## src/design/ppt_pkg.sv

```systemverilog
// ----------------------------------------------------------------------------
// ppt_pkg
// Shared types and constants for the position and PnL tracker.
// ----------------------------------------------------------------------------
package ppt_pkg;
    localparam int NUM_SYMBOLS_DEF = 64;

    localparam logic [2:0] OP_TRADE   = 3'd0;
    localparam logic [2:0] OP_CLOSE   = 3'd1;
    localparam logic [2:0] OP_PARTIAL = 3'd2;
    localparam logic [2:0] OP_MARK    = 3'd3;
    localparam logic [2:0] OP_CLEAR   = 3'd4;

    localparam logic [1:0] ST_DONE    = 2'd0;
    localparam logic [1:0] ST_NOPOS   = 2'd1;
    localparam logic [1:0] ST_SAMESIDE = 2'd2;

    // datapath commands from the controller
    typedef struct packed {
        logic load;      // capture input item
        logic rd;        // issue entry read
        logic eval;      // evaluate the operation
        logic div_go;    // start divider
        logic wb;        // write entry back and form result
        logic clr;       // clear pass step
    } t_cmd;

    // datapath status to the controller
    typedef struct packed {
        logic need_div;
        logic div_done;
        logic clr_last;
    } t_sts;

    function automatic logic signed [63:0] sat_add(input logic signed [63:0] a,
                                                   input logic signed [63:0] b);
        logic signed [64:0] s;
        s = {a[63], a} + {b[63], b};
        if (s[64] != s[63]) sat_add = s[64] ? {1'b1, 63'd0} : {1'b0, {63{1'b1}}};
        else sat_add = s[63:0];
    endfunction
endpackage

```

## src/design/ppt_ctrl.sv

```systemverilog
// ----------------------------------------------------------------------------
// ppt_ctrl
// Sequencer for one item: read, evaluate, optional divide, write back, output; or clear pass, output.
// ----------------------------------------------------------------------------
module ppt_ctrl (
    input  logic          i_clk,
    input  logic          i_rst_n,
    input  logic          i_in_valid,
    output logic          o_in_ready,
    input  logic [2:0]    i_op,
    output logic          o_out_valid,
    input  logic          i_out_ready,
    output ppt_pkg::t_cmd o_cmd,
    input  ppt_pkg::t_sts i_sts
);
    import ppt_pkg::*;

    typedef enum logic [2:0] {S_IDLE, S_READ, S_EVAL, S_DIV, S_WB, S_CLR, S_OUT} t_state;
    t_state r_state;
    logic   r_clr_init;

    assign o_in_ready = (r_state == S_IDLE) && !r_clr_init;

    always_comb begin
        o_cmd        = '0;
        o_cmd.load   = i_in_valid && o_in_ready;
        o_cmd.rd     = (r_state == S_READ);
        o_cmd.eval   = (r_state == S_EVAL);
        o_cmd.div_go = (r_state == S_EVAL) && i_sts.need_div;
        o_cmd.wb     = (r_state == S_WB);
        o_cmd.clr    = (r_state == S_CLR) || r_clr_init;
    end

    // state and output valid
    always_ff @(posedge i_clk) begin
        if (!i_rst_n) begin
            r_state     <= S_IDLE;
            o_out_valid <= 1'b0;
            r_clr_init  <= 1'b1;
        end else begin
            if (r_clr_init && i_sts.clr_last) r_clr_init <= 1'b0;
            unique case (r_state)
                S_IDLE: if (o_cmd.load) r_state <= (i_op == OP_CLEAR) ? S_CLR : S_READ;
                S_READ: r_state <= S_EVAL;
                S_EVAL: r_state <= i_sts.need_div ? S_DIV : S_WB;
                S_DIV:  if (i_sts.div_done) r_state <= S_WB;
                S_WB: begin
                    r_state     <= S_OUT;
                    o_out_valid <= 1'b1;
                end
                S_CLR: if (i_sts.clr_last) begin
                    r_state     <= S_OUT;
                    o_out_valid <= 1'b1;
                end
                S_OUT: if (i_out_ready) begin
                    r_state     <= S_IDLE;
                    o_out_valid <= 1'b0;
                end
                default: r_state <= S_IDLE;
            endcase
        end
    end
endmodule

```

## config.mk

```make
export PLATFORM = sky130hd
export DESIGN_NAME = ppt_ctrl
export DESIGN_NICKNAME = d
export VERILOG_FILES = /design/src/design/ppt_pkg.sv /design/src/design/ppt_ctrl.sv
export SDC_FILE = /design/constraint.sdc
export NUM_CORES = 1
export LEC_CHECK = 0
export BUFFER_PORTS_ARGS = -buffer_cell sky130_fd_sc_hd__buf_2
export CAP_MARGIN = 20
export CORE_AREA = 2 2 39 41
export CTS_CLUSTER_DIAMETER = 120
export CTS_CLUSTER_SIZE = 16
export DETAILED_ROUTE_END_ITERATION = 10
export DIE_AREA = 0 0 41 43
export GPL_ROUTABILITY_DRIVEN = 1
export SYNTH_ARGS = -nofsm -noshare
export SYNTH_HDL_FRONTEND = slang
export SYNTH_SLANG_ARGS = --single-unit
```

## constraint.sdc

```tcl
create_clock -name i_clk -period 1.4 [get_ports i_clk]
set_input_delay 0.28 -clock i_clk [delete_from_list [all_inputs] [get_ports i_clk]]
set_output_delay 0.28 -clock i_clk [all_outputs]
set_load 0.02 [all_outputs]
```

Yosys cells after proc, flatten, opt, wreduce, memory -nomap -nowiden

Index checks and enable logic that the tools add are counted.

Output and inout bits: 8
Bits of input ports: 10
Logic and storage cells: 34
Flip-flop bits (word level): 5

Reductions and logical operators: 10
Multiplexer cells: 10
Equal/unequal tests: 11

Operator list:

| cell                                          | number |
|---|---|
| one-hot mux 3 bit (7 select lines)            | 1 |
| 2-to-1 mux 3 bit                              | 6 |
| == test 3 bit, second input constant          | 4 |
| != test 2 bit, second input constant          | 4 |
| == test 3 x 2 -> 1 bit, second input constant | 2 |
| logical AND 1 bit                             | 4 |
| AND reduction 4 bit                           | 1 |
| == test 3 x 1 -> 1 bit, second input constant | 1 |
| zero test 3 bit                               | 1 |
| one-hot mux 1 bit (3 select lines)            | 1 |
| AND reduction 3 bit                           | 1 |
| nonzero test 3 bit                            | 1 |
| 2-to-1 mux 1 bit                              | 2 |
| zero test 1 bit                               | 1 |
| logical OR 1 bit                              | 1 |

Logic depth before layout (Yosys ltp)

Word-level depth: 5
Gate-level depth with buffers: 4

Least setup slack after synthesis

No wires, ideal clock.

Path type: register -> output
From: reg r_state[0]
To: out o_cmd[5] in the netlist's numbering
Cell stages (with the launch flop): 4
Arrival: 1.600 ns
Required time: 1.120 ns
Path slack: -0.480 ns
Cells stage by stage: dfxtp_1 > buf_2 > nor4_1 > and2_1

RTL lines:

| what                   | line           | RTL |
|---|---|---|
| from (decl)            | ppt_ctrl.sv:19 | `t_state r_state;` |
| from (signal assigned) | ppt_ctrl.sv:43 | `S_IDLE: if (o_cmd.load) r_state <= (i_op == OP_CLEAR) ? S_CLR : S_READ;` |
| from (signal assigned) | ppt_ctrl.sv:45 | `S_EVAL: r_state <= i_sts.need_div ? S_DIV : S_WB;` |
| to (decl)              | ppt_ctrl.sv:13 | `output ppt_pkg::t_cmd o_cmd,` |

==> summary.txt <==
Pwr
  • Clk network pwr share: 13.5%
  • Sequential share of power: 18.0%
  • Leak pwr: 0.306 nW
  • Pwr dens: 1820 nW/um2
  • Max IR drop VDD: 0.881 mV
  • Combinational group share of total power: 68.5%
  • Internal power: 0.745 mW
  • Sw Ratio: 40.6%
  • Psw: 0.510 mW

STA
  • Fmax: 650 MHz
  • Clock skew: 2.03 ps
  • Tmin final: 1540 ps
  • Slew @ Worst Pin: 288 ps
  • Setup Viol. Count Final: 7
  • RSZ-0062 raised after global routing: yes
  • Slew margin rel.: 80.6%
  • Worst setup margin: -138 ps
  • Final period util: 110%
  • TNS Setup: -449 ps
  • Fin. Hold Viols: 0
  • Pins over their slew limit: 0

Setup path
  • Critical setup path kind: reg2out
  • Setup crit start kind: flop
  • Critical Path RT: 1120 ps
  • Crit. End Element: output pin
  • CP max FO: 2
  • Arr. time, crit path: 1260 ps
  • R2R cell count: 5

Synthesis
  • Synth Area in Adders: 0%
  • Post-synthesis sequential area ratio: 26.8%
  • Synthesized Nets: 57
  • Mapped Cells: 47
  • Yosys cell types: 25
  • Multiplexer area fraction after synthesis: 0%
  • Post-synthesis simple-gate area fraction: 42.3%
  • Largest family of logic cells by synthesized area: simple AND/OR/NAND/NOR gates
  • Synth Area in Compound Gates: 24.2%
  • YS warnings: 0
  • Post-Synth XOR/XNOR Area: 0%
  • Syn Std Cell Area: 373 um2
  • Avg Cell Area, Syn: 7.93 um2
  • FF+latch count, synth: 5

Place
  • Routability-driven placement congestion ratio: 0.718
  • Area after DPL: 557 um2
  • Place WS: 64.5 ps
  • HPWL after detailed placement: 798 um
  • Number of port buffers: 17

Hold path
  • Hold depth: 2
  • Worst hold path type: in2reg

Floorplanning
  • # IOs: 18
  • Die extent in y: 43 um
  • Die ar.: 1760 um2
  • Core area: 1380 um2
  • Cell Rows: 14
  • Die Wd: 41 um
  • Starting Density: 26.9%

Clocking
  • Reg clk slew, reported paths: 40 ps
  • TritonCTS buffer count: 3
  • CTS root buf: clkbuf_4
  • Clock Sinks: 5
  • CTS H-Tree Depth: 1
  • TritonCTS clock tree: built
  • Clock tree buffer depth: 2
  • Clk Latency, worst-skew pair: 240 ps

Global route
  • Global-route wire length before repair: 1640 um
  • GRT overflow: 0
  • Largest net degree at the start of global routing: 15
  • Vias in the first global route: 401
  • GRT Util Overall: 14.5%
  • Antenna violations before repair: 0

Cells and area
  • Area delta synth->final: 84.6%
  • Share of cells above drive strength 1: 56.8%
  • Design area: 688 um2
  • Nets: 85
  • Area of the multi-input gates: 315 um2
  • Storage element area: 105 um2
  • Antenna Cells: 0
  • Fill cells: 141

Drt
  • DR vias: 478
  • DRT iter0 DRCs: 6
  • # DRC: 0
  • Routed len/inst: 13.3 um
  • Vias per cell: 5.31
  • DR pass1 iterations: 7
  • Final ANT Viol Nets: 0
  • Total Routed Length: 1190 um

Outcome
  • Outcome: complete, but fails checks
  • Failing checks: setup timing

Run
  • MaxCap Viol Count: 0
layer usage:
layer | vias up | GRT usage, % | part of all wire [%]
li1 | 229 | - | -
met1 | 227 | 15.8 | 40
met2 | 18 | 21.3 | 52
met3 | 4 | 9.42 | 5.9
met4 | 0 | 6.00 | 1.5
met5 | - | 0 | 0
power by group through the flow:
stage                     logic [mW]  clock network [mW]  registers (mW)
after global placement         0.660                   0           0.227
after floorplan                0.440                   0           0.231
after global routing           0.916               0.187           0.230
after CTS                      0.763               0.176           0.228
final                          0.860               0.170           0.225
after detailed placement       0.666                   0           0.229
worst paths after layout:
| path | startpoint | endpoint | slack, ps |
|---|---|---|---|
| worst max-delay path | r_state[2] | o_cmd[5] | -140 |
| worst min-delay path | i_sts[0] | r_clr_init | 240 |
| worst max register to register | r_state[2] | r_state[2] | -20 |
| worst min register to register | o_out_valid | o_out_valid | 530 |
flip-flops by register name, indices dropped and copies added (netlist names):
| name | cells |
|---|---|
| o_out_valid | 1 |
| r_clr_init | 1 |
| r_state | 3 |
timing repair:
item	4_1_cts	5_1_grt
pin swaps	3	6
cloned	0	0
resized for setup	17	8
hold buffers	0	0
endpoints found under the setup margin	6	8
buffers inserted	3	1
hold endpoints to repair	0	0
kinds of logic (layout without fill, tap and decap cells):
logic type / count (synthesis) / after routing
DFF: 5 / 5
and+or+nand+nor: 24 / 24
buffers and inverters: 6 / 33
AOI/OAI and AO/OA: 12 / 12
cell usage in the layout, fill, tap and decap left out, types with 2 or more instances in the layout:
cell type | synthesis | final
a211o_1 | 2 | 2
inv_1 | 3 | 3
buf_2 | 2 | 11
o21ai_0 | 2 | 2
clkbuf_4 | 0 | 3
and2_4 | 0 | 3
buf_6 | 0 | 8
a21oi_1 | 3 | 3
dfxtp_1 | 5 | 3
buf_4 | 0 | 6
nor2_1 | 3 | 2
nand2b_1 | 4 | 4
nor2b_1 | 2 | 2
synthesized netlist by cell type:
cell type	n	area [um2]
dfxtp_1	5	100
nand2b_1	4	25.0
a21oi_1	3	15.0
and2_1	3	18.8
inv_1	3	11.3
nor2_1	3	11.3
nor4bb_1	3	30.0
a211o_1	2	17.5
buf_2	2	10.0
nor2b_1	2	12.5
nor3_1	2	10.0
o21ai_0	2	10.0
a31o_2	1	8.76
and3b_1	1	8.76
clkbuf_1	1	3.75
nand3_1	1	5.00
nand3b_1	1	7.51
nor3b_1	1	7.51
nor4_1	1	6.26
nor4b_1	1	8.76
o311a_1	1	10.0
o311ai_0	1	8.76
o31ai_1	1	7.51
o31ai_2	1	12.5
or3_1	1	6.26
worst max-delay path: stages (launching register included):
cell and delay [ps]:
dfxtp_4 340, buf_6 110, nor4_4 280, and2_4 180
buf_6 110
per-stage QoR:
stage	util [%]	std cells	hold WS, ps	power [mW]
floorplan	-	47	356	0.671
global placement	40.2	83	494	0.888
detailed placement	40.2	83	497	0.895
CTS	46.5	89	240	1.17
global route	49.7	90	247	1.33
finish	49.7	90	244	1.26
final cells by class:
type                    count  share of cell area [%]
clock buffers               4                    3.82
inverters                   3                    1.64
multi-input cells          36                    45.8
flip-flops and latches      5                    15.3
well taps                  16                    2.91
repair buffers             26                    30.5
Power figures use the tool's default switching activity.
